<file path="config.mk">
export PLATFORM = sky130hd
export DESIGN_NAME = prsf_front
export DESIGN_NICKNAME = d
export VERILOG_FILES = /design/src/hdl/prsf_pkg.sv /design/src/hdl/prsf_front.sv
export SDC_FILE = /design/constraint.sdc
export NUM_CORES = 1
export LEC_CHECK = 0
export BUFFER_PORTS_ARGS = -buffer_cell sky130_fd_sc_hd__clkbuf_2
export CELL_PAD_IN_SITES_DETAIL_PLACEMENT = 0
export CELL_PAD_IN_SITES_GLOBAL_PLACEMENT = 1
export CORE_AREA = 4 4 196 122
export DETAILED_ROUTE_END_ITERATION = 7
export DIE_AREA = 0 0 200 126
export PLACE_DENSITY = 0.89
export SLEW_MARGIN = 25
export SYNTH_ARGS = -nofsm -noshare
export SYNTH_HDL_FRONTEND = slang
export SYNTH_SLANG_ARGS = --single-unit
</file>
<file path="constraint.sdc">
create_clock -name vclk -period 6.3
set_clock_uncertainty 0.2 [all_clocks]
set_input_delay 0.945 -clock vclk [all_inputs]
set_output_delay 0.945 -clock vclk [all_outputs]
set_load 0.005 [all_outputs]
</file>
<file path="src/hdl/prsf_pkg.sv">
// Shared types, codes and widths of the pair repulsion and spring force block.
package prsf_pkg;

	localparam logic [1:0] CMD_SAME   = 2'd0;
	localparam logic [1:0] CMD_ADJ    = 2'd1;
	localparam logic [1:0] CMD_SPRING = 2'd2;
	localparam logic [1:0] CMD_NONE   = 2'd3;

	localparam logic [1:0] REG_OPT    = 2'd0;
	localparam logic [1:0] REG_RGAIN  = 2'd1;
	localparam logic [1:0] REG_SGAIN  = 2'd2;

	localparam int POS_W  = 32;
	localparam int DIF_W  = 33;
	localparam int SQ_W   = 66;
	localparam int ROOT_W = 33;
	localparam int REM_W  = 35;
	localparam int Q_W    = 33;
	localparam int GP_W   = 65;
	localparam int OPT_W  = 31;
	localparam int GAIN_W = 32;
	localparam int MOB_W  = 17;
	localparam int SCL_W  = 18;
	localparam int MOB_FRAC = 16;

	localparam int QDEPTH = 4;
	localparam int QA_W   = 2;
	localparam int QC_W   = 3;

	localparam int IN_DATA_W  = 168;
	localparam int OUT_DATA_W = 136;

	localparam logic [OPT_W-1:0]  OPT_RST  = 31'd1310720;
	localparam logic [GAIN_W-1:0] GAIN_RST = 32'd6554;
	localparam logic [SCL_W-1:0]  MOB_ONE  = 18'd65536;
	localparam logic [SCL_W-1:0]  S_TWO    = 18'd131072;

	typedef struct packed {
		logic               live;
		logic               spring;
		logic               sxn;
		logic               sxp;
		logic               syn;
		logic               syp;
		logic [DIF_W-1:0]   adx;
		logic [DIF_W-1:0]   ady;
		logic [SCL_W-1:0]   s_a;
		logic [SCL_W-1:0]   s_b;
		logic [MOB_W-1:0]   mob_a;
		logic [MOB_W-1:0]   mob_b;
	} ent_t;

	typedef struct packed {
		logic               live;
		logic               spring;
		logic [3:0]         neg;
		logic [SCL_W-1:0]   s_a;
		logic [SCL_W-1:0]   s_b;
		logic [MOB_W-1:0]   mob_a;
		logic [MOB_W-1:0]   mob_b;
	} mid_t;

endpackage

</file>
<file path="src/hdl/prsf_front.sv">
// Front end: takes a pair transfer, forms the offsets and classifies the pair.
module prsf_front (
	input  logic                                  s_tvalid,
	output logic                                  s_tready,
	input  logic [prsf_pkg::IN_DATA_W-1:0]        s_tdata,
	input  logic [1:0]                            s_tuser,
	input  logic                                  full,
	output logic                                  push,
	output prsf_pkg::ent_t                        ent
);

	logic [prsf_pkg::POS_W-1:0] xa, ya, xb, yb;
	logic [prsf_pkg::MOB_W-1:0] mob_a, mob_b;
	logic act_a, act_b, fish_a, fish_b, pen;
	logic [prsf_pkg::DIF_W-1:0] dx, dy;
	logic [1:0] cmd;

	assign xa     = s_tdata[31:0];
	assign ya     = s_tdata[63:32];
	assign xb     = s_tdata[95:64];
	assign yb     = s_tdata[127:96];
	assign mob_a  = s_tdata[144:128];
	assign mob_b  = s_tdata[161:145];
	assign act_a  = s_tdata[162];
	assign act_b  = s_tdata[163];
	assign fish_a = s_tdata[164];
	assign fish_b = s_tdata[165];
	assign pen    = s_tdata[166];
	assign cmd    = s_tuser;

	assign s_tready = !full;
	assign push     = s_tvalid && !full;

	assign dx = {xb[31], xb} - {xa[31], xa};
	assign dy = {yb[31], yb} - {ya[31], ya};

	always_comb begin
		ent.spring = (cmd == prsf_pkg::CMD_SPRING);
		ent.live   = act_a && act_b && pen && (cmd != prsf_pkg::CMD_NONE)
			&& !(ent.spring && (fish_a || fish_b)) && ((dx != '0) || (dy != '0));
		ent.sxn    = dx[32];
		ent.sxp    = !dx[32] && (dx != '0);
		ent.syn    = dy[32];
		ent.syp    = !dy[32] && (dy != '0);
		ent.adx    = dx[32] ? (~dx + 1'b1) : dx;
		ent.ady    = dy[32] ? (~dy + 1'b1) : dy;
		ent.mob_a  = mob_a;
		ent.mob_b  = mob_b;
		if (cmd == prsf_pkg::CMD_ADJ) begin
			ent.s_a = prsf_pkg::S_TWO - {1'b0, mob_a};
			ent.s_b = prsf_pkg::S_TWO - {1'b0, mob_b};
		end else begin
			ent.s_a = prsf_pkg::MOB_ONE;
			ent.s_b = prsf_pkg::MOB_ONE;
		end
	end

endmodule

</file>
==> results.toml <==
[logic_synthesis]
syn_inst = 1141
yosys-top-cells-count = "nor2_1 (106), inv_1 (90), nand2_1 (86), a21oi_1 (80), ha_1 (70)"
synthMuxAreaShare_pct = 1.10
yosysWarnings = 0
parity_gate_share_of_the_synthesized_area_counting_xor_and_xnor_cells_pct = 14.1
area_share_of_and_or_nand_nor_cells_after_synthesis_pct = 31.1
synth_area_leader_cell = "ha_1"
post_synth_instance_area_um2 = 7410
netlist.area_leader.share_pct = 11.8
synth.yosys.seq_area_share_pct = 0
post-synth-top-count-cell = "nor2_1"
netlist-cell-type-count = 82
ys_top_cells_by_area = "ha_1 (12%), xnor2_1 (7.2%), xor2_1 (6.6%)"
synth.net_count = 1385
synth_compound_area_share_pct = 30.7
syn_area_per_cell_um2 = 6.49
combinational_family_with_the_most_area_after_synthesis = "simple AND/OR/NAND/NOR gates"
synth_adder_area_share_pct = 12.4

[timing]
time_the_worst_path_needs_with_i_o_delays_and_setup_ns = 5.85
rsz_0062_raised_after_global_routing = "false"
setup_viol = 0
max_slew_margin_pct = 37.3
fmax_mhz = 171
hold_viol_final = 0
worst_slew_pin_slew_ns = 0.934
crit_share_post_route_pct = 92.8
finalSetupTns_ns = 0
timing_max_transition_violations_final = 0
final_critical_path_setup_slack_ns = 0.452

[layout]
final_layout_size_suffix_gt1_share_pct = 26.1
area_added_between_synthesis_and_finish_pct = 21.8
seqCellArea_um2 = 0
design_area_um2 = 9020
utilization_pct = 41.2
layout.sequential_cells = 0
n_clock_buffer = 0
layoutNonFillerInstCount = 1681
fill_cells = 2387
layout.nets = 1640

[clock_tree]
post_cts_setup_inserts = 0
cts_repair_resize_count = 0
holdBufCountCts = 0

[worst_setup_path]
critical-path-top-delay-family = "simple AND/OR/NAND/NOR gates"
critical_path_cell_count = 14
worstPathRequired_ns = 5.15
slowest_delay_ns = 0.76
critical_path_class = "input pin to output pin"
worst-endpoint-arrival_ns = 4.70
cp_max_fo = 11
setup.worst_path.start_class = "input pin"
crit_path_end_kind = "output pin"
cell_repeated_most_along_the_worst_path = "clkbuf_2"
end_point_of_the_critical_path = "ent[141]"
critPathBufInv = 4
path_cells = "clkbuf_2 -> inv_1 -> ha_1 -> nand4_1 -> nor3_1 -> nand2b_1 -> a211oi_1 -> nor4b_1 -> or4b_2 -> o211ai_1 -> nor4_1 -> buf_4 -> a31oi_1 -> clkbuf_2"
worst_setup_path_startpoint = "s_tdata[50]"
critPathSlowestCell = "or4b_2"

[grt]
antenna_found_initial = 4
grt_remaining_overflow = 0
grt_pass1_vias = 8180
gr-usage-all-layers_pct = 21.4
grt_start_max_net_pins = 31
grt_first_pass_wirelength_um = 44400

[power_and_ir_drop]
netSwitchingFraction_pct = 58.4
sequential_fraction_of_design_power_pct = 0
share_clk_of_total_power_pct = 0
share_comb_of_total_power_pct = 100.0
internal_power_uw = 489
power.density_cell_area_nw_per_um2 = 130
power.ir.vdd_worst_uv = 63.2
power.switching_uw = 688
leakagePower_nw = 4.38

[die]
floorplan.die.height_um = 126
fp.coreArea_um2 = 21900
design.die.area_um2 = 25200
fp-row-count = 42
floorplan.io_pins = 316
initial_utilization_pct = 33.8
die_width_um = 200

[drt]
met1_length_um = 14000
detail_route_met2_wl_um = 12600
initialDrtViolationCount = 966
top_layer = "met5"
met3RoutedLength_um = 3170
drt-total-wl_um = 30000
final_antenna_net_count = 0
detailedRoute.firstPassIterationCount = 7
vias = 9385
avgViaCountPerCell = 5.58
routedWlPerCell_um = 17.9
drc = 0

[placed_design]
total_placed_instance_area_um2 = 9020
post-place-cells = 1680
preCtsSetupSlack_ns = 0.592
dp_hpwl_um = 26600
io_buffers = 315
routabilityCongestion = 0.963

[job]
maxCapViolCount = 0

[status]
outcome = "finished, final reports clean"

[worst_hold_path]
hold_path_class = "input pin to output pin"
cells in the final DEF, fill, tap and decap left out, types with 20 or more instances in the layout:
cell,Yosys,layout
inv_1,90,90
nor2b_1,22,22
ha_1,70,70
xor2_1,56,56
xnor2_1,61,61
a21o_1,23,23
nand2_1,86,86
nand3_1,22,22
o21ai_0,62,62
clkbuf_2,0,315
nand4_1,22,22
o31ai_1,20,20
nor3_1,48,48
a21oi_1,80,80
nor2_1,106,106
worst min path at each step:
stage | startpoint | endpoint | slack [ns] | depth (start not counted)
3_3_place_gp | s_tdata[154] | ent[9] | 1.90 | 2
3_5_place_dp | s_tdata[154] | ent[9] | 1.91 | 2
2_1_floorplan | full | s_tready | 1.72 | 1
6_report | s_tdata[151] | ent[6] | 1.91 | 2
5_1_grt | s_tdata[137] | ent[26] | 1.92 | 2
4_1_cts | s_tdata[154] | ent[9] | 1.91 | 2
power by group through the flow:
stage	Combinational, mW	Clock, mW	Sequential [mW]
final	1.18	0.0000000213	0
after floorplan	0.730	0	0
after global routing	1.29	0.0000000213	0
after global placement	1.15	0	0
after detailed placement	1.16	0	0
after CTS	1.17	0	0
routing by layer:
metal | vias up | track usage [%]
li1 | 4636 | -
met1 | 4279 | 32.8
met2 | 442 | 32.0
met3 | 22 | 4.22
met4 | 6 | 1.76
met5 | - | 0
metrics by stage:
stage | power, mW | hold slack, ns
floorplan | 0.730 | 1.72
global placement | 1.15 | 1.90
detailed placement | 1.16 | 1.91
CTS | 1.17 | 1.91
global route | 1.29 | 1.92
finish | 1.18 | 1.91
area by class of cell:
type / count / area, µm² / area share, %
Antenna cell: 1 / 2.50 / 0.0277
Inverter: 91 / 342 / 3.78
Multi-Input combinational cell: 971 / 6620 / 73.3
Tap cell: 286 / 358 / 3.97
Timing Repair Buffer: 332 / 1700 / 18.9
kinds of logic after synthesis:
| family | Yosys count |
|---|---|
| buffers and inverters | 170 |
| AO/OA/AOI/OAI | 334 |
| multiplexers | 8 |
| adder cells (fa/ha/maj) | 72 |
| AND/OR/NAND/NOR | 439 |
| XOR/XNOR | 118 |
Power figures use the tool's default switching activity.
