File: src/hdl/prsf_pkg.sv
// Shared types, codes and widths of the pair repulsion and spring force block.
package prsf_pkg;

	localparam logic [1:0] CMD_SAME   = 2'd0;
	localparam logic [1:0] CMD_ADJ    = 2'd1;
	localparam logic [1:0] CMD_SPRING = 2'd2;
	localparam logic [1:0] CMD_NONE   = 2'd3;

	localparam logic [1:0] REG_OPT    = 2'd0;
	localparam logic [1:0] REG_RGAIN  = 2'd1;
	localparam logic [1:0] REG_SGAIN  = 2'd2;

	localparam int POS_W  = 32;
	localparam int DIF_W  = 33;
	localparam int SQ_W   = 66;
	localparam int ROOT_W = 33;
	localparam int REM_W  = 35;
	localparam int Q_W    = 33;
	localparam int GP_W   = 65;
	localparam int OPT_W  = 31;
	localparam int GAIN_W = 32;
	localparam int MOB_W  = 17;
	localparam int SCL_W  = 18;
	localparam int MOB_FRAC = 16;

	localparam int QDEPTH = 4;
	localparam int QA_W   = 2;
	localparam int QC_W   = 3;

	localparam int IN_DATA_W  = 168;
	localparam int OUT_DATA_W = 136;

	localparam logic [OPT_W-1:0]  OPT_RST  = 31'd1310720;
	localparam logic [GAIN_W-1:0] GAIN_RST = 32'd6554;
	localparam logic [SCL_W-1:0]  MOB_ONE  = 18'd65536;
	localparam logic [SCL_W-1:0]  S_TWO    = 18'd131072;

	typedef struct packed {
		logic               live;
		logic               spring;
		logic               sxn;
		logic               sxp;
		logic               syn;
		logic               syp;
		logic [DIF_W-1:0]   adx;
		logic [DIF_W-1:0]   ady;
		logic [SCL_W-1:0]   s_a;
		logic [SCL_W-1:0]   s_b;
		logic [MOB_W-1:0]   mob_a;
		logic [MOB_W-1:0]   mob_b;
	} ent_t;

	typedef struct packed {
		logic               live;
		logic               spring;
		logic [3:0]         neg;
		logic [SCL_W-1:0]   s_a;
		logic [SCL_W-1:0]   s_b;
		logic [MOB_W-1:0]   mob_a;
		logic [MOB_W-1:0]   mob_b;
	} mid_t;

endpackage

File: src/hdl/prsf_queue.sv
// Short queue that decouples the front end from the force pipeline.
module prsf_queue (
	input  logic           clk,
	input  logic           arst_n,
	input  logic           push,
	input  prsf_pkg::ent_t din,
	output logic           full,
	output logic           out_valid,
	input  logic           out_ready,
	output prsf_pkg::ent_t dout
);

	logic [prsf_pkg::QA_W-1:0] wp_q, rp_q;
	logic [prsf_pkg::QC_W-1:0] cnt_q;
	prsf_pkg::ent_t            mem_q [prsf_pkg::QDEPTH];
	logic                      pop;

	assign full      = (cnt_q == prsf_pkg::QC_W'(prsf_pkg::QDEPTH));
	assign out_valid = (cnt_q != '0);
	assign pop       = out_valid && out_ready;
	assign dout      = mem_q[rp_q];

	always_ff @(posedge clk or negedge arst_n) begin
		if (!arst_n) begin
			wp_q  <= '0;
			rp_q  <= '0;
			cnt_q <= '0;
		end else begin
			if (push) wp_q <= wp_q + 1'b1;
			if (pop) rp_q <= rp_q + 1'b1;
			if (push && !pop) cnt_q <= cnt_q + 1'b1;
			else if (pop && !push) cnt_q <= cnt_q - 1'b1;
		end
	end

	always_ff @(posedge clk) begin
		if (push) mem_q[wp_q] <= din;
	end

	a_cnt_bound: assert property (@(posedge clk) disable iff (!arst_n)
		cnt_q <= prsf_pkg::QC_W'(prsf_pkg::QDEPTH))
		else $error("queue count beyond depth");
	a_no_push_full: assert property (@(posedge clk) disable iff (!arst_n)
		full |-> !push)
		else $error("write into full queue");
	a_cnt_step: assert property (@(posedge clk) disable iff (!arst_n)
		(push && !pop) |=> (cnt_q == $past(cnt_q) + 1'b1))
		else $error("queue count missed a write");

endmodule

File: config.mk
export PLATFORM = sky130hd
export DESIGN_NAME = prsf_queue
export DESIGN_NICKNAME = d
export VERILOG_FILES = /design/src/hdl/prsf_pkg.sv /design/src/hdl/prsf_queue.sv
export SDC_FILE = /design/constraint.sdc
export NUM_CORES = 1
export LEC_CHECK = 0
export ABC_AREA = 1
export BUFFER_PORTS_ARGS = -buffer_cell sky130_fd_sc_hd__buf_2
export CAP_MARGIN = 10
export CELL_PAD_IN_SITES_DETAIL_PLACEMENT = 0
export CELL_PAD_IN_SITES_GLOBAL_PLACEMENT = 2
export CORE_ASPECT_RATIO = 0.5
export CORE_MARGIN = 4
export CORE_UTILIZATION = 45
export CTS_BUF_LIST = sky130_fd_sc_hd__clkbuf_8
export DETAILED_ROUTE_END_ITERATION = 7
export GPL_TIMING_DRIVEN = 1
export PLACE_DENSITY = 0.91
export SYNTH_ARGS = -nofsm -noshare
export SYNTH_HDL_FRONTEND = slang
export SYNTH_SLANG_ARGS = --single-unit
File: constraint.sdc
create_clock -name clk -period 5.89 [get_ports clk]
set_input_delay 0.589 -clock clk [delete_from_list [all_inputs] [get_ports clk]]
set_output_delay 0.589 -clock clk [all_outputs]
set_load 0.02 [all_outputs]
==> results.py, run 1 <==
metrics = {
    "synthesis": {
        "synth_nets": 1864,
        "yosysTopAreaCellShare": 0.740,
        "syn_area_sq_um": 23000,
        "yosysWarnings": 0,
        "synth.largest_area_cell": "edfxtp_1",
        "seq_area_frac_synth": 0.748,
        "syn_inst": 1712,
        "ys_types": 19,
        "ys_ff_latch": 575,
        "syn_avg_cell_area_sq_um": 13.5,
        "netlist_top_cells_area": "edfxtp_1, o211ai_1, nand2_1",
    },
    "placed_design": {
        "portBuffers": 289,
        "gp_congestion": 0.753,
        "dpl.hpwl_mm": 29.0,
    },
    "timing": {
        "rsz0062_at_grt": "false",
        "maxSlewViolCount": 0,
        "period_minus_slack_ns": 3.90,
        "post-route-period-util": 0.662,
        "skew_ns": 0.0217,
        "tightestPinTransition_ns": 1.02,
        "max_freq_ghz": 0.256,
        "tns_ns": 0,
        "relSlewSlack": 0.317,
        "setup_viol": 0,
        "fin_hold_ws_ns": 0.161,
        "hold_violations": 0,
    },
    "power_and_ir_drop": {
        "cellPowerDensity_nw_per_um2": 505,
        "p_leak_uw": 0.0106,
        "ir_drop_mv": 0.577,
    },
    "status": {
        "status": "finished clean",
    },
    "layout": {
        "final_common_cell": "edfxtp_1",
        "drive_gt1_frac": 0.197,
        "layout_common_cells": "edfxtp_1, nand2_1, inv_1",
        "area_growth_pct": 13.8,
        "layout.nets": 2157,
    },
    "job": {
        "drv_cap": 0,
    },
    "floorplan": {
        "start_util": 0.457,
        "ios": 290,
        "dieArea_sq_um": 55100,
        "die_w_um": 328,
        "row_count": 58,
        "coreArea_sq_um": 50400,
        "fp.dieH_um": 168,
    },
    "critical_path": {
        "critical_path_arrival_ns": 3.31,
        "r2r_slack_ns": 3.41,
        "r2r-end": "mem_q[2][60]$_DFFE_PP_",
        "cp-end-kind": "output port",
        "crit_path_max_fanout": 75,
        "r2r-start": "wp_q[0]$_DFFE_PN0P_",
        "crit_type": "register to output port",
        "r2r_cells": 5,
        "critical_path.startpoint_type": "register",
        "worst_ep_required_time_ns": 5.30,
    },
    "cts": {
        "cts_resized": 0,
        "clkTransAtPathRegs_ns": 0.07,
        "h-tree-depth": 3,
        "cts_buffers": 82,
        "clock_path_buffers": 3,
        "clk-insertion-delay-late_ns": 0.63,
        "cts_tree": "yes",
        "cts.sinks": 575,
        "cts_root_buf": "clkbuf_8",
        "cts_setup_buffers": 0,
    },
    "global_route": {
        "overflow": 0,
        "grt_max_degree": 182,
        "grt_pass1_vias": 12700,
        "grt_pass1_wl_mm": 72.7,
        "antenna_found_initial": 4,
        "grt_usage": 0.172,
    },
    "route": {
        "ant_nets": 0,
        "via_per_inst": 4.82,
        "wire_per_inst_um": 17.5,
        "drc_errors": 0,
        "drt_iter0_markers": 665,
        "vias": 13300,
        "drt_pre_antenna_iters": 6,
        "wl_mm": 48.4,
    },
    "hold_path": {
        "hold_depth": 1,
        "min_to": "mem_q[0][99]$_DFFE_PP_",
        "min_path_type": "input pin to register",
        "worstHoldStart": "din[99]",
    },
}
[routing by layer]
layer  part of all wire  routed length [um]  GRT usage  vias to the layer above
li1                   -                   -          -                     6597
met1               0.39               18700      0.190                     6411
met2               0.56               26900      0.330                      219
met3              0.032                1550     0.0328                       93
met4              0.026                1280     0.0593                        2
met5            0.00027                  13          0                        -
[cell type report]
type | instances | area [sq um]
flip-flops and latches | 575 | 17200
diodes | 2 | 5.00
inverters | 297 | 1140
clock buffers | 83 | 1140
well taps | 690 | 863
repair buffers | 304 | 1590
multi-input cells | 745 | 3940
fillers | 4260 | 24200
clock inverters | 66 | 308
[synth_stat cells]
cell,instances
nand3_1,3
clkbuf_1,30
o211ai_1,284
xor2_1,1
buf_2,9
xnor2_1,1
ha_1,5
nor2_1,1
fa_1,1
edfxtp_1,568
inv_1,295
inv_2,2
o21ai_0,1
dfrtp_1,7
nor3_1,1
nand2_1,446
nand4_1,1
buf_6,46
buf_4,10
[registers in the layout, indices dropped and copies added, names as in the netlist]
| signal | count |
|---|---|
| rp_q | 2 |
| cnt_q | 3 |
| wp_q | 2 |
| mem_q | 568 |
[through the flow]
| stage | instance area, sq um | total power (uW) | utilization | worst slack, ns | instances |
|---|---|---|---|---|---|
| floorplan | 23000 | 9250 | - | 1.77 | 1712 |
| global placement | 24800 | 10600 | 0.491 | 2.55 | 2610 |
| detailed placement | 24800 | 10600 | 0.491 | 2.57 | 2610 |
| CTS | 26200 | 13500 | 0.520 | 1.85 | 2760 |
| global route | 26200 | 14100 | 0.520 | 1.72 | 2762 |
| finish | 26200 | 13200 | 0.520 | 1.99 | 2762 |
[logic make-up after synthesis]
| family | share of synthesized area |
|---|---|
| adder cells (fa/ha/maj) | 0.00358 |
| AND/OR/NAND/NOR | 0.0740 |
| flip-flops | 0.748 |
| buffers and inverters | 0.0810 |
| AO/OA/AOI/OAI | 0.0928 |
| XOR/XNOR | 0.000760 |
[worst max-delay path, cell delays in order, from the launching register on]
cell	delay [ns]
dfrtp_4	0.79
inv_4	0.59
buf_4	0.70
o211ai_1	0.18
nand2_1	0.14
buf_2	0.18
[where the power goes]
part | leakage (uW) | total (uW) | internal, uW | switching (uW)
registers | 0.00530 | 5590 | 5350 | 246
clock network | 0.000835 | 2840 | 1360 | 1480
logic | 0.00446 | 4800 | 1330 | 3470
total | 0.0106 | 13200 | 8040 | 5190
[repair_timing]
action | in CTS | in global routing
setup endpoints to repair | 0 | 0
hold buffers | 1 | 0
hold endpoints to repair | 7 | 0
[how the worst max path moves through the flow]
stage	from	endpoint	slack, ns	cells past startpoint
6_report	rp_q[1]$_DFFE_PN0P_	dout[33]	1.99	5
5_1_grt	rp_q[1]$_DFFE_PN0P_	dout[31]	1.72	5
4_1_cts	rp_q[1]$_DFFE_PN0P_	dout[134]	1.85	5
3_5_place_dp	rp_q[1]$_DFFE_PN0P_	dout[134]	2.57	5
3_3_place_gp	rp_q[1]$_DFFE_PN0P_	dout[133]	2.55	5
2_1_floorplan	push	mem_q[0][0]$_DFFE_PP_	1.77	3
(Power assumes the default switching activity.)
==> inputs of run 2 (changes only) <==
--- a/config.mk
+++ b/config.mk
@@ -12,11 +12,11 @@
 export CELL_PAD_IN_SITES_GLOBAL_PLACEMENT = 2
 export CORE_ASPECT_RATIO = 0.5
 export CORE_MARGIN = 4
-export CORE_UTILIZATION = 45
+export CORE_UTILIZATION = 42
 export CTS_BUF_LIST = sky130_fd_sc_hd__clkbuf_8
 export DETAILED_ROUTE_END_ITERATION = 7
 export GPL_TIMING_DRIVEN = 1
-export PLACE_DENSITY = 0.91
+export PLACE_DENSITY = 0.85
 export SYNTH_ARGS = -nofsm -noshare
 export SYNTH_HDL_FRONTEND = slang
 export SYNTH_SLANG_ARGS = --single-unit
==> constraint.sdc (replaced) <==
create_clock -name clk -period 3.72 [get_ports clk]
set_input_delay 0.372 -clock clk [delete_from_list [all_inputs] [get_ports clk]]
set_output_delay 0.372 -clock clk [all_outputs]
set_load 0.02 [all_outputs]
==> run 2 against run 1 <==
Effect of this change: register-to-register slack worse by 1.9 ns; routed wire length rose by 1.3%; critical path depth increased by 1; cell area is 6.8% higher; non-clock buffer count rose by 154; sequential share of layout area shrank 4.2 points; die area increased by 6.9%; global-route usage down 0.82 points; clock power is 71% higher; power increased by 63%.
==> results.py, run 2 (synthesized netlist as in run 1, its figures left out) <==
metrics = {
    "timing": {
        "maxSlewViolCount": 0,
        "post-route-period-util": 0.800,
        "rsz0062_at_grt": "false",
        "skew_ns": 0.0187,
        "tightestPinTransition_ns": 1.26,
        "fin_hold_ws_ns": 0.114,
        "relSlewSlack": 0.157,
        "period_minus_slack_ns": 2.98,
        "tns_ns": 0,
        "max_freq_ghz": 0.336,
        "hold_violations": 0,
        "setup_viol": 0,
    },
    "critical_path": {
        "crit_family": "buffers and inverters",
        "max_stage_delay_ns": 0.53,
        "r2r_cells": 4,
        "r2r_slack_ns": 1.56,
        "critical_path_arrival_ns": 2.60,
        "slowest_stage": "buf_4",
        "cp-end-kind": "output port",
        "crit_type": "register to output port",
        "r2r-end": "mem_q[1][77]$_DFFE_PP_",
        "crit_path_max_fanout": 101,
        "critical_path.startpoint_type": "register",
        "crit_chain": "inv_8 -> buf_4 -> nand2_1 -> o211ai_1 -> nand2_1 -> buf_2",
        "r2r-start": "wp_q[0]$_DFFE_PN0P_",
        "crit_cells": 6,
        "worst_ep_required_time_ns": 3.35,
        "endpoint": "dout[137]",
        "path_common_cell": "nand2_1",
        "cp-startpoint": "rp_q[0]$_DFFE_PN0P_",
        "crit_buf_inv": 3,
    },
    "global_route": {
        "grt_pass1_vias": 14000,
        "grt-busiest-layer": "met2",
        "grt_util_met3": 0.0330,
        "grt_max_degree": 143,
        "use_met1": 0.180,
        "use_met2": 0.316,
        "grt_usage": 0.164,
        "overflow": 0,
        "antenna_found_initial": 0,
        "grt_pass1_wl_mm": 75.6,
    },
    "route": {
        "vias": 13900,
        "wire_per_inst_um": 16.7,
        "drt_iter0_markers": 566,
        "drt_pre_antenna_iters": 5,
        "wl_mm": 49.0,
        "ant_nets": 0,
        "via_per_inst": 4.73,
        "drc_errors": 0,
    },
    "floorplan": {
        "coreArea_sq_um": 54000,
        "die_w_um": 339,
        "ios": 290,
        "dieArea_sq_um": 58900,
        "fp.dieH_um": 174,
        "start_util": 0.427,
        "row_count": 60,
    },
    "layout": {
        "reg.largest.list": "mem_q x568, cnt_q x3",
        "area_growth_pct": 21.6,
        "layout_common_cells": "edfxtp_1, nand2_1, inv_1",
        "largest_register_ffs": 568,
        "final_common_cell": "edfxtp_1",
        "utilization": 0.519,
        "layout.nets": 2313,
        "final_area_sq_um": 28000,
        "drive_gt1_frac": 0.189,
        "final_cells": 2933,
        "num-fill-cells": 4569,
        "antenna_cells": 0,
        "top_register": "mem_q",
    },
    "cts": {
        "cts_tree": "yes",
        "clk-insertion-delay-late_ns": 0.62,
        "cts.sinks": 575,
        "cts_buffers": 84,
        "cts_resized": 0,
        "cts_root_buf": "clkbuf_8",
        "clock_path_buffers": 3,
        "clkTransAtPathRegs_ns": 0.07,
        "h-tree-depth": 3,
    },
    "placed_design": {
        "place_inst": 2643,
        "placed_cell_area_sq_um": 25000,
        "portBuffers": 289,
        "dpl.hpwl_mm": 27.7,
        "gp_congestion": 0.700,
    },
    "power_and_ir_drop": {
        "p_leak_uw": 0.0113,
        "cellPowerDensity_nw_per_um2": 772,
        "ir_drop_mv": 0.474,
    },
    "status": {
        "status": "finished clean",
    },
    "hold_path": {
        "min_path_type": "input pin to asynchronous set/reset pin",
    },
    "job": {
        "drv_cap": 0,
    },
}
run 2: worst min-delay path by stage:
stage	from	endpoint	slack (ns)	cells past startpoint
detailed placement	arst_n	cnt_q[1]$_DFFE_PN0P_	0.22	1
CTS	arst_n	cnt_q[1]$_DFFE_PN0P_	0.05	2
global placement	arst_n	cnt_q[1]$_DFFE_PN0P_	0.22	1
global route	arst_n	wp_q[1]$_DFFE_PN0P_	0.08	2
finish	arst_n	cnt_q[1]$_DFFE_PN0P_	0.11	2
floorplan	arst_n	cnt_q[0]$_DFFE_PN0P_	0.08	0
run 2: area by class of cell:
cell class / count / area [sq um] / area share
clock buffers: 87 / 1200 / 0.0428
well taps: 713 / 892 / 0.0319
flip-flops and latches: 575 / 17200 / 0.615
multi-input cells: 745 / 3940 / 0.141
clock inverters: 58 / 387 / 0.0138
repair buffers: 458 / 3220 / 0.115
inverters: 297 / 1140 / 0.0407
run 2: metrics by stage:
stage	worst slack, ns	power (uW)
4_1_cts	0.694	22000
5_1_grt	0.525	23000
3_3_place_gp	1.43	16900
6_report	0.745	21600
2_1_floorplan	0.507	14600
3_5_place_dp	1.41	17000
run 2: timing repair:
action	in CTS	in global routing
buffers inserted	0	0
hold buffers	145	0
hold endpoints to repair	578	0
run 2: where the power goes:
part	switching, uW	total, uW	internal, uW
Combinational	5700	8040	2340
Clock	2280	4850	2570
Sequential	259	8740	8480
run 2: routing by layer:
layer | vias to the layer above | part of all wire
met5 | - | 0
met4 | 0 | 0.027
met3 | 97 | 0.034
met2 | 209 | 0.54
met1 | 6680 | 0.40
li1 | 6899 | -
==> inputs of run 3 (changes only) <==
--- a/config.mk
+++ b/config.mk
@@ -5,14 +5,14 @@
 export SDC_FILE = /design/constraint.sdc
 export NUM_CORES = 1
 export LEC_CHECK = 0
-export ABC_AREA = 1
+export ABC_AREA = 0
 export BUFFER_PORTS_ARGS = -buffer_cell sky130_fd_sc_hd__buf_2
 export CAP_MARGIN = 10
 export CELL_PAD_IN_SITES_DETAIL_PLACEMENT = 0
 export CELL_PAD_IN_SITES_GLOBAL_PLACEMENT = 2
 export CORE_ASPECT_RATIO = 0.5
 export CORE_MARGIN = 4
-export CORE_UTILIZATION = 42
+export CORE_UTILIZATION = 47
 export CTS_BUF_LIST = sky130_fd_sc_hd__clkbuf_8
 export DETAILED_ROUTE_END_ITERATION = 7
 export GPL_TIMING_DRIVEN = 1
==> constraint.sdc (replaced) <==
create_clock -name clk -period 3.03 [get_ports clk]
set_input_delay 0.303 -clock clk [delete_from_list [all_inputs] [get_ports clk]]
set_output_delay 0.303 -clock clk [all_outputs]
set_load 0.02 [all_outputs]
==> run 3 against run 2 <==
Effect of this change: flip-flop and latch count did not move; utilization grew 8.3 points; power grew 16%; final cell count down 34%; register-to-register slack got worse by 0.71 ns; critical path depth is 3 lower; cell area down 6.0%; first-iteration DRC count rose by 42%; routed wire length fell by 12%; critical path type unchanged.
==> results.py, run 3 <==
metrics = {
    "global_route": {
        "antenna_found_initial": 2,
        "grt_pass1_wl_mm": 65.9,
        "grt_usage": 0.182,
        "overflow": 0,
        "grt_max_degree": 56,
        "grt_pass1_vias": 10900,
    },
    "power_and_ir_drop": {
        "power_switching_uw": 8100,
        "p_total_uw": 25100,
        "ir_drop_mv": 0.566,
        "cellPowerDensity_nw_per_um2": 954,
        "p_comb_frac": 0.327,
        "intPower_uw": 17000,
        "sw_frac_of_total": 0.323,
        "p_clk_frac": 0.239,
        "seqPwrFrac": 0.434,
        "p_leak_uw": 0.00915,
    },
    "cts": {
        "h-tree-depth": 3,
        "cts_resized": 0,
        "clk-insertion-delay-late_ns": 0.62,
        "cts_setup_buffers": 0,
        "cts_root_buf": "clkbuf_8",
        "cts.sinks": 575,
        "clock_path_buffers": 3,
        "cts_tree": "yes",
        "clkTransAtPathRegs_ns": 0.07,
        "cts_buffers": 80,
    },
    "critical_path": {
        "worst_ep_required_time_ns": 2.73,
        "slowest_stage": "dfrtp_4",
        "cp-end-kind": "output port",
        "crit_chain": "buf_12 -> mux4_2 -> buf_2",
        "critical_path_arrival_ns": 2.52,
        "crit_path_max_fanout": 28,
        "max_stage_delay_ns": 0.79,
        "critical_path.startpoint_type": "register",
        "crit_type": "register to output port",
    },
    "layout": {
        "drive_gt1_frac": 0.423,
        "largest_register_ffs": 568,
        "final_cells": 1939,
        "seq_area_sq_um": 17200,
        "multiInputGateArea_sq_um": 3410,
        "num-fill-cells": 3006,
        "reg.largest.list": "mem_q x568, cnt_q x3",
        "layout_common_cells": "edfxtp_1, buf_2, dlygate4sd3_1",
        "final_common_cell": "edfxtp_1",
        "area_growth_pct": 26.2,
        "top_register": "mem_q",
        "layout.nets": 1438,
    },
    "synthesis": {
        "syn_inst": 776,
        "seq_area_frac_synth": 0.826,
        "synth_edf_count": 568,
        "synth_flop_cell": "edfxtp_1",
        "yosysMostFrequentCell": "edfxtp_1",
        "netlist_top_cells_area": "edfxtp_1, mux4_2, dfrtp_1",
        "synth.largest_area_cell": "edfxtp_1",
        "syn_avg_cell_area_sq_um": 26.9,
        "ys_types": 20,
        "synth_nets": 928,
        "ys_ff_latch": 575,
        "syn_area_sq_um": 20900,
        "yosysTopAreaCellShare": 0.818,
        "yosysWarnings": 0,
        "synthArstFlopShare": 0.0122,
        "synth_commonest_cells": "edfxtp_1, mux4_2, buf_2",
    },
    "route": {
        "drt_pre_antenna_iters": 5,
        "drc_errors": 0,
        "wl_mm": 43.2,
        "ant_nets": 0,
        "wire_per_inst_um": 22.3,
        "vias": 10000,
        "via_per_inst": 5.18,
        "drt_iter0_markers": 803,
    },
    "floorplan": {
        "ios": 290,
        "start_util": 0.477,
        "fp.dieH_um": 157,
        "row_count": 54,
        "die_w_um": 306,
        "coreArea_sq_um": 43700,
        "dieArea_sq_um": 48000,
    },
    "placed_design": {
        "preCtsSetupSlack_ns": 0.808,
        "dpl.hpwl_mm": 27.0,
        "place_inst": 1645,
        "gp_congestion": 0.754,
        "portBuffers": 289,
    },
    "timing": {
        "period_minus_slack_ns": 2.82,
        "max_freq_ghz": 0.354,
        "tns_ns": 0,
        "tightestPinTransition_ns": 0.710,
        "hold_violations": 0,
        "post-route-period-util": 0.931,
        "skew_ns": 0.0228,
        "setup_viol": 0,
        "rsz0062_at_grt": "false",
        "fin_hold_ws_ns": 0.434,
        "maxSlewViolCount": 0,
        "relSlewSlack": 0.527,
        "setup_slack_ns": 0.208,
    },
    "job": {
        "drv_cap": 0,
    },
    "hold_path": {
        "min_path_type": "input pin to register",
    },
    "status": {
        "status": "finished clean",
    },
}
==> run 3: changes by cell type in the layout (fill, tap and decap cells not counted), moves of 3 or more <==
cell        delta
nand2_1      -444
inv_1        -293
buf_12         +6
mux4_2       +142
clkinv_1       -4
buf_4          -6
clkinv_2       +8
clkinvlp_4     -3
and2_4         +4
o211ai_1     -284
==> run 3: per-stage QoR <==
| stage | instance area, sq um | util |
|---|---|---|
| finish | 26300 | 0.602 |
| global route | 26300 | 0.602 |
| CTS | 26300 | 0.602 |
| detailed placement | 23200 | 0.532 |
| global placement | 23200 | 0.532 |
| floorplan | 20900 | - |
==> run 3: layout make-up <==
type	instances	share of cell area
antenna	2	0.000190
clock buffer	85	0.0444
clock inverter	60	0.0167
inverter	3	0.000428
multi-input combinational	166	0.130
sequential	575	0.655
tap	588	0.0279
timing repair buffer	460	0.126
==> run 3: timing repair <==
| item | in CTS | in global routing |
|---|---|---|
| endpoints found under the setup margin | 0 | 0 |
| hold endpoints to repair | 579 | 0 |
| hold buffers | 147 | 0 |
==> run 3: final timing paths <==
path / start / end / slack, ns / cells after the start
max in group asynchronous: arst_n / rp_q[1]$_DFFE_PN0P_ / 1.58 / 4
max: rp_q[0]$_DFFE_PN0P_ / dout[96] / 0.21 / 3
min: din[119] / mem_q[3][119]$_DFFE_PP_ / 0.43 / 2
min in group asynchronous: arst_n / cnt_q[2]$_DFFE_PN0P_ / 0.54 / 3
max reg2reg: cnt_q[0]$_DFFE_PN0P_ / cnt_q[2]$_DFFE_PN0P_ / 0.85 / 8
min reg2reg: cnt_q[2]$_DFFE_PN0P_ / cnt_q[2]$_DFFE_PN0P_ / 0.48 / 1
==> run 3: critical path: cells and delay by family, from the launching register on <==
kind	cells	cell delay, ns
buffers and inverters	2	0.49
muxes	1	0.55
DFF	1	0.79
==> run 3: routing by layer <==
metal | track usage | part of all wire | up-vias | routed length (um)
met3 | 0.0366 | 0.036 | 79 | 1570
met4 | 0.0720 | 0.032 | 0 | 1370
met1 | 0.219 | 0.37 | 5327 | 16200
li1 | - | - | 4408 | -
met5 | 0 | 0 | - | 0
met2 | 0.329 | 0.56 | 228 | 24100
==> run 3: power groups by stage <==
stage | clock network (uW) | logic (uW) | registers [uW]
after detailed placement | 0 | 8200 | 11100
after CTS | 6140 | 8400 | 10900
after global placement | 0 | 8140 | 11000
after global routing | 6580 | 8660 | 11000
after floorplan | 0 | 5550 | 10800
final | 6000 | 8210 | 10900
==> run 3: logic make-up after synthesis <==
| group | Yosys count | synth area share |
|---|---|---|
| simple gates | 10 | 0.00264 |
| buf+inv | 35 | 0.0104 |
| mux | 143 | 0.154 |
| compound gates | 1 | 0.000240 |
| xor+xnor | 6 | 0.00252 |
| fa+ha+maj | 6 | 0.00396 |
| flops | 575 | 0.826 |
